[config.mk]
export PLATFORM = sky130hd
export DESIGN_NAME = mips_subset_execute_unit
export DESIGN_NICKNAME = d
export VERILOG_FILES = /design/src/rtl/mse_pkg.sv /design/src/rtl/mse_ram.sv /design/src/rtl/mse_exec.sv /design/src/rtl/mips_subset_execute_unit.sv
export SDC_FILE = /design/constraint.sdc
export NUM_CORES = 2
export LEC_CHECK = 0
export ABC_AREA = 1
export BUFFER_PORTS_ARGS = -buffer_cell sky130_fd_sc_hd__buf_2
export CORE_ASPECT_RATIO = 0.6
export CORE_MARGIN = 1
export CORE_UTILIZATION = 40
export DETAILED_ROUTE_END_ITERATION = 10
export PLACE_DENSITY = 0.54
export SETUP_SLACK_MARGIN = 0.02
export SLEW_MARGIN = 20
export SYNTH_ARGS = -nofsm -noshare
export SYNTH_HDL_FRONTEND = slang
export SYNTH_HIERARCHICAL = 1
export SYNTH_SLANG_ARGS = --single-unit
[constraint.sdc]
create_clock -name clk -period 15.02 [get_ports clk]
set_input_delay 4.506 -clock clk [delete_from_list [all_inputs] [get_ports clk]]
set_output_delay 4.506 -clock clk [all_outputs]
set_load 0.005 [all_outputs]
[src/rtl/mse_pkg.sv]
// Shared types and encodings for the MIPS subset execute unit.
package mse_pkg;

	localparam int unsigned XLEN = 32;
	localparam int unsigned RegCount = 32;
	localparam int unsigned RegIdxW = 5;
	localparam int unsigned LenW = 11;

	// Instruction memory depth in words; the program length is clamped to it.
	localparam logic [XLEN-1:0] PROG_DEPTH = 32'd1024;

	// Primary opcodes.
	localparam logic [5:0] OP_SPECIAL = 6'h00;
	localparam logic [5:0] OP_BEQ     = 6'h04;
	localparam logic [5:0] OP_BNE     = 6'h05;
	localparam logic [5:0] OP_ADDI    = 6'h08;

	// Function codes under the special opcode.
	localparam logic [5:0] FN_SLL = 6'h00;
	localparam logic [5:0] FN_SRL = 6'h02;
	localparam logic [5:0] FN_SRA = 6'h03;
	localparam logic [5:0] FN_ADD = 6'h20;
	localparam logic [5:0] FN_AND = 6'h24;
	localparam logic [5:0] FN_OR  = 6'h25;
	localparam logic [5:0] FN_SLT = 6'h2A;

	// One result item; fields listed from the highest bit down.
	typedef struct packed {
		logic [XLEN-1:0]    dest_value;
		logic [RegIdxW-1:0] dest_index;
		logic               reg_written;
		logic [XLEN-1:0]    next_pc;
		logic               unknown_op;
		logic               done_res;
	} res_t;

endpackage

[src/rtl/mse_ram.sv]
// Generic RAM with one write port and two registered read ports.
module mse_ram #(
	parameter int unsigned WIDTH = 32,
	parameter int unsigned DEPTH = 32
) (
	input  logic                     clk,
	input  logic                     we,
	input  logic [$clog2(DEPTH)-1:0] waddr,
	input  logic [WIDTH-1:0]         wdata,
	input  logic                     re,
	input  logic [$clog2(DEPTH)-1:0] raddr_a,
	input  logic [$clog2(DEPTH)-1:0] raddr_b,
	output logic [WIDTH-1:0]         rdata_a,
	output logic [WIDTH-1:0]         rdata_b
);

	logic [WIDTH-1:0] mem_q [DEPTH];

	always_ff @(posedge clk) begin
		if (we) begin
			mem_q[waddr] <= wdata;
		end
		if (re) begin
			rdata_a <= mem_q[raddr_a];
			rdata_b <= mem_q[raddr_b];
		end
	end

endmodule

[src/rtl/mse_exec.sv]
// Decode and execute of one instruction word against its source operands.
module mse_exec (
	input  logic [mse_pkg::XLEN-1:0] instr,
	input  logic [mse_pkg::XLEN-1:0] opa,
	input  logic [mse_pkg::XLEN-1:0] opb,
	input  logic [mse_pkg::XLEN-1:0] pc,
	input  logic [mse_pkg::LenW-1:0] prog_len,
	output mse_pkg::res_t            res
);
	import mse_pkg::*;

	logic [5:0]         op;
	logic [5:0]         fn;
	logic [RegIdxW-1:0] rt;
	logic [RegIdxW-1:0] rd;
	logic [4:0]         sa;
	logic [XLEN-1:0]    imm_sx;
	logic [XLEN-1:0]    pc4;
	logic [XLEN-1:0]    br_tgt;
	logic [XLEN-1:0]    limit;
	logic               done;
	logic               wr;
	logic               unk;
	logic               take;
	logic [RegIdxW-1:0] dst;
	logic [XLEN-1:0]    val;

	assign op     = instr[31:26];
	assign rt     = instr[20:16];
	assign rd     = instr[15:11];
	assign sa     = instr[10:6];
	assign fn     = instr[5:0];
	assign imm_sx = {{16{instr[15]}}, instr[15:0]};
	assign pc4    = pc + 32'd4;
	assign br_tgt = pc4 + {imm_sx[XLEN-3:0], 2'b00};

	// Effective length is the configured length clamped to the memory depth.
	assign limit = ({21'd0, prog_len} > PROG_DEPTH) ? PROG_DEPTH : {21'd0, prog_len};
	assign done  = {2'b00, pc[XLEN-1:2]} >= limit;

	always_comb begin
		wr   = 1'b0;
		unk  = 1'b0;
		take = 1'b0;
		dst  = rd;
		val  = '0;
		unique case (op)
			OP_SPECIAL: begin
				wr = 1'b1;
				unique case (fn)
					FN_ADD: val = opa + opb;
					FN_AND: val = opa & opb;
					FN_OR:  val = opa | opb;
					FN_SLL: val = opb << sa;
					FN_SLT: val = {31'd0, $signed(opa) < $signed(opb)};
					FN_SRA: val = $unsigned($signed(opb) >>> sa);
					FN_SRL: val = opb >> sa;
					default: begin
						wr  = 1'b0;
						unk = 1'b1;
					end
				endcase
			end
			OP_ADDI: begin
				wr  = 1'b1;
				dst = rt;
				val = opa + imm_sx;
			end
			OP_BEQ: take = (opa == opb);
			OP_BNE: take = (opa != opb);
			default: unk = 1'b1;
		endcase

		res = '0;
		if (done) begin
			res.done_res = 1'b1;
			res.next_pc  = pc;
		end else begin
			res.unknown_op = unk;
			res.next_pc    = take ? br_tgt : pc4;
			// Register zero is hardwired; a write to it is dropped.
			if (wr && (dst != '0)) begin
				res.reg_written = 1'b1;
				res.dest_index  = dst;
				res.dest_value  = val;
			end
		end
	end

endmodule

[src/rtl/mips_subset_execute_unit.sv]
// Top level of the MIPS subset execute unit: input stage, register file, result register.
//
//  Channel  Direction  Handshake           Payload
//  s_*      in         s_tvalid/s_tready   s_tdata = instr_word (32 bits)
//  m_*      out        m_tvalid/m_tready   m_tdata = one result item (72 bits)
//  cfg_*    in         cfg_wen             cfg_wdata = program_length (11 bits)
//
// Each item passes through the input stage and the result register; a new item
// is accepted in every cycle while the output does not stall. Acceptance reads
// both source registers from the register file RAM; the input stage then executes,
// writes the destination register and the PC, and loads the result register.
// Reset clears the program counter, the program length and the register valid
// bits, so every register reads as zero until it is first written.
// A stall on the output holds the result register and then the input stage.
module mips_subset_execute_unit (
	input  logic                     clk,
	input  logic                     arst_n,
	input  logic                     s_tvalid,
	output logic                     s_tready,
	// instr_word [31:0]
	input  logic [31:0]              s_tdata,
	output logic                     m_tvalid,
	input  logic                     m_tready,
	// done_res [0], unknown_op [1], next_pc [33:2], reg_written [34],
	// dest_index [39:35], dest_value [71:40]
	output logic [71:0]              m_tdata,
	input  logic                     cfg_wen,
	input  logic [mse_pkg::LenW-1:0] cfg_wdata
);
	import mse_pkg::*;

	// Input stage. The operands come from the RAM's registered read ports,
	// qualified by the valid bit of each entry and overridden by a bypass when
	// the item ahead wrote the same register at the edge this item was taken.
	logic               vld_s1;
	logic [XLEN-1:0]    instr_s1;
	logic               rdv_a_s1;
	logic               rdv_b_s1;
	logic               fwd_a_s1;
	logic               fwd_b_s1;
	logic [XLEN-1:0]    fwd_val_s1;

	// Architectural state and the result register.
	logic [XLEN-1:0]     pc_q;
	logic [LenW-1:0]     len_q;
	logic [RegCount-1:0] rf_vld_q;
	logic                out_vld_q;
	res_t                out_q;

	logic               adv;
	logic               acc;
	logic               wr_en;
	logic [RegIdxW-1:0] rs_in;
	logic [RegIdxW-1:0] rt_in;
	logic [XLEN-1:0]    ram_a;
	logic [XLEN-1:0]    ram_b;
	logic [XLEN-1:0]    opa;
	logic [XLEN-1:0]    opb;
	res_t               res;

	// The input stage moves on whenever the result register is free or is
	// being emptied in this cycle.
	assign adv      = vld_s1 && (!out_vld_q || m_tready);
	assign s_tready = !vld_s1 || adv;
	assign acc      = s_tvalid && s_tready;
	assign wr_en    = adv && res.reg_written;
	assign rs_in    = s_tdata[25:21];
	assign rt_in    = s_tdata[20:16];

	mse_ram #(
		.WIDTH(XLEN),
		.DEPTH(RegCount)
	) u_rf (
		.clk     (clk),
		.we      (wr_en),
		.waddr   (res.dest_index),
		.wdata   (res.dest_value),
		.re      (acc),
		.raddr_a (rs_in),
		.raddr_b (rt_in),
		.rdata_a (ram_a),
		.rdata_b (ram_b)
	);

	assign opa = fwd_a_s1 ? fwd_val_s1 : (rdv_a_s1 ? ram_a : '0);
	assign opb = fwd_b_s1 ? fwd_val_s1 : (rdv_b_s1 ? ram_b : '0);

	mse_exec u_exec (
		.instr    (instr_s1),
		.opa      (opa),
		.opb      (opb),
		.pc       (pc_q),
		.prog_len (len_q),
		.res      (res)
	);

	always_ff @(posedge clk or negedge arst_n) begin
		if (!arst_n) begin
			vld_s1    <= 1'b0;
			out_vld_q <= 1'b0;
			pc_q      <= '0;
			len_q     <= '0;
			rf_vld_q  <= '0;
		end else begin
			if (acc) begin
				vld_s1 <= 1'b1;
			end else if (adv) begin
				vld_s1 <= 1'b0;
			end
			if (adv) begin
				out_vld_q <= 1'b1;
				pc_q      <= res.next_pc;
			end else if (m_tready) begin
				out_vld_q <= 1'b0;
			end
			if (wr_en) begin
				rf_vld_q[res.dest_index] <= 1'b1;
			end
			if (cfg_wen) begin
				len_q <= cfg_wdata;
			end
		end
	end

	always_ff @(posedge clk) begin
		if (acc) begin
			instr_s1   <= s_tdata;
			rdv_a_s1   <= rf_vld_q[rs_in];
			rdv_b_s1   <= rf_vld_q[rt_in];
			fwd_a_s1   <= wr_en && (res.dest_index == rs_in);
			fwd_b_s1   <= wr_en && (res.dest_index == rt_in);
			fwd_val_s1 <= res.dest_value;
		end
		if (adv) begin
			out_q <= res;
		end
	end

	assign m_tvalid = out_vld_q;
	assign m_tdata  = out_q;

`ifndef SYNTH
	// Register zero is never written.
	a_no_r0_write: assert property (@(posedge clk) disable iff (!arst_n)
		wr_en |-> (res.dest_index != '0))
		else $error("write to register zero");

	// A finished program reports no register write and no unknown opcode.
	a_done_quiet: assert property (@(posedge clk) disable iff (!arst_n)
		(out_vld_q && out_q.done_res) |-> (!out_q.reg_written && !out_q.unknown_op))
		else $error("done result carries other flags");

	// The program counter only moves when an item executes.
	a_pc_hold: assert property (@(posedge clk) disable iff (!arst_n)
		!adv |=> $stable(pc_q))
		else $error("program counter moved without an executed item");

	// The register file is written only by an executing item.
	a_wr_adv: assert property (@(posedge clk) disable iff (!arst_n)
		wr_en |-> (vld_s1 && !res.done_res))
		else $error("register write without an executing item");
`endif

endmodule

==> metrics.txt <==
maximum root-to-sink buffer count=4; Mapped Area=0.07680 sq mm; actual slew at the worst max-slew pin=1.335 ns; share of layout cells above drive strength 1=0.06794; initial antenna violation count=17; Worst Path Required=10.51 ns; effective utilization at floorplan=0.4031; Yosys warning count=6; CTS Buf Count=141; Fin Setup TNS=0 ns; Worst setup EP type=output port; vias in the first global route=63920; crit-path cells=buf_2 -> inv_2 -> nand3_1 -> buf_2; min-delay worst type=reg -> reg; Finished Layout Cells=11970; final core occ=0.4382; placed cells=11720; Worst-Skew Late Latency=between 0.8 and 0.9 ns; syn nets=between 9000 and 10000; Die Width=around 570 um; slew margin rel.=0.1102; Root Buffer=clkbuf_16; H-Tree Depth=4; RSZ-0062 raised after global routing=false; Post-Route WL=311000 um; DR iter-0 viols=around 11000; gr ovfl total=0; Nets=9571; Worst Path Class, Setup=in -> out; post-route ant nets=0; hold_ws=0.4828 ns; placer's final routability congestion estimate=1.018; fillers=18680; MaxCap Viol Count=0; Final Hold Viols=0; FMAX=106.2 MHz; worst-path fanout max=3; synthesis-to-finish area growth=8.701%; WP buf/inv=3; first-pass GRT wire length=446800 um; IO Count=122; HPWL after DPL=196500 um; max incr delay on CP=roughly 0.14 ns; Clock Sink Count=1300; CP dominant cell by count=buf_2; CP top delay family=buffers and inverters; leakage=35.15 nW; Final Cycle Share=0.6269; Die ar.=about 0.19 sq mm; core area=between 0.15 and 0.2 sq mm; port buffer count=121; slowest CP cell=buf_2; post-CTS setup buffers=0; worst setup margin=about 5.6 ns; largest net degree at the start of global routing=217; data arrival time of the worst path=4.91 ns; power per cell area=112.3 mW/mm^2; skew final=roughly 0.048 ns; Clock transition at path regs=0.06 ns; Post-route DRC=0; wire per inst=25.98 um; Startpoint Class=input port; Core Rows=124; setup violators final=0; syn avg cell area=8.120 sq um; Hold-fix buffers, CTS=0; Tmin final=9.416 ns; CTS resizes=0; Vias=70720; CTS tree=yes; Syn Inst Count=9459; DRT Pass-1 Iters=6; dpl ws=around 5.6 ns; Final Max Slew Viols=0; Die Y=341.4 um; Max IR drop VDD=0.08550 mV; R2R setup slack=8.25 ns; Total GRT Usage=0.3122; Via density=5.907; status=complete, no violations
final cells by class:
type	count	area [sq um]	share of cell area
tap	2520	3153	0.03777
antenna	2	5.005	0.00005995
multi-input combinational	7193	33390	0.4000
inverter	407	1610	0.01929
clock inverter	65	586.8	0.007029
clock buffer	176	3785	0.04534
timing repair buffer	309	2302	0.02758
sequential	1300	38650	0.4630
state kept, by name, indices dropped and copies added (netlist names), 11 cells and up:
register      count
u_rf/rdata_b     32
fwd_val_s1       32
instr_s1         27
pc_q             32
m_tdata          72
len_q            11
rf_vld_q         32
u_rf/mem_q     1024
u_rf/rdata_a     32
layout by cell type, fill, tap and decap left out, drive strengths merged, types with 3 or more instances in the layout:
master,n
a21o,13
a21oi,191
a31oi,5
and2,7
buf,309
bufinv,9
clkbuf,176
clkinv,50
clkinvlp,3
dfrtp,77
edfxtp,1223
fa,3
ha,168
inv,410
mux2,11
nand2,3894
nand3,2102
nand3b,11
nand4,41
nor2,297
nor3,33
nor4,14
o211ai,24
o21a,14
o21ai,212
o21bai,48
o22ai,20
or2,22
xnor2,16
xor2,30
routing by layer:
| layer | part of all wire | wire length, um | track usage |
|---|---|---|---|
| met1 | 0.46 | 144600 | 0.4978 |
| met2 | 0.38 | 118200 | 0.4092 |
| met3 | 0.13 | 40560 | 0.08019 |
| met4 | 0.025 | 7698 | 0.07678 |
| met5 | 0.000029 | 9 | 0 |
metrics by stage:
stage / total power, W / instance area (sq um)
global route: 0.009722 / 83480
global placement: 0.005928 / 78950
finish: 0.009373 / 83490
detailed placement: 0.005935 / 78950
CTS: 0.009363 / 83320
floorplan: 0.005323 / 76800
worst reg2reg max path: stages (launching register included):
cell and delay [ns]:
dfrtp_1 0.40, nor4_1 0.27, nor3b_1 0.21, a21oi_1 0.10, inv_1 0.18, nand2_1 0.11
ha_1 0.30, a21oi_1 0.19, o21ai_0 0.10, a211oi_1 0.21, nand3_1 0.15, nor2_4 0.12
buf_4 0.41, nand3_4 0.47, or2_1 0.37, inv_1 0.39, nand3_1 0.80, nor2_4 1.01
buf_4 0.59
power by group:
group / total, W / leakage, nW / switching, W / internal [W]
Combinational: 0.00180 / 21.1 / 0.00130 / 0.000500
Sequential: 0.00413 / 11.9 / 0.0000924 / 0.00404
Clock: 0.00344 / 2.14 / 0.00150 / 0.00195
Total: 0.00937 / 35.1 / 0.00289 / 0.00649
final timing paths:
path	startpoint	depth (start not counted)	endpoint
setup / recovery	m_tready	4	s_tready
hold / removal	pc_q[0]$_DFFE_PN0P_	0	m_tdata[2]$_DFFE_PP_
setup reg to reg	len_q[8]$_DFFE_PN0P_	18	u_rf/mem_q[9][23]$_DFFE_PP_
max in group asynchronous	arst_n	3	len_q[4]$_DFFE_PN0P_
hold reg to reg	pc_q[0]$_DFFE_PN0P_	0	m_tdata[2]$_DFFE_PP_
min in group asynchronous	arst_n	1	pc_q[4]$_DFFE_PN0P_
(Power assumes the default switching activity.)
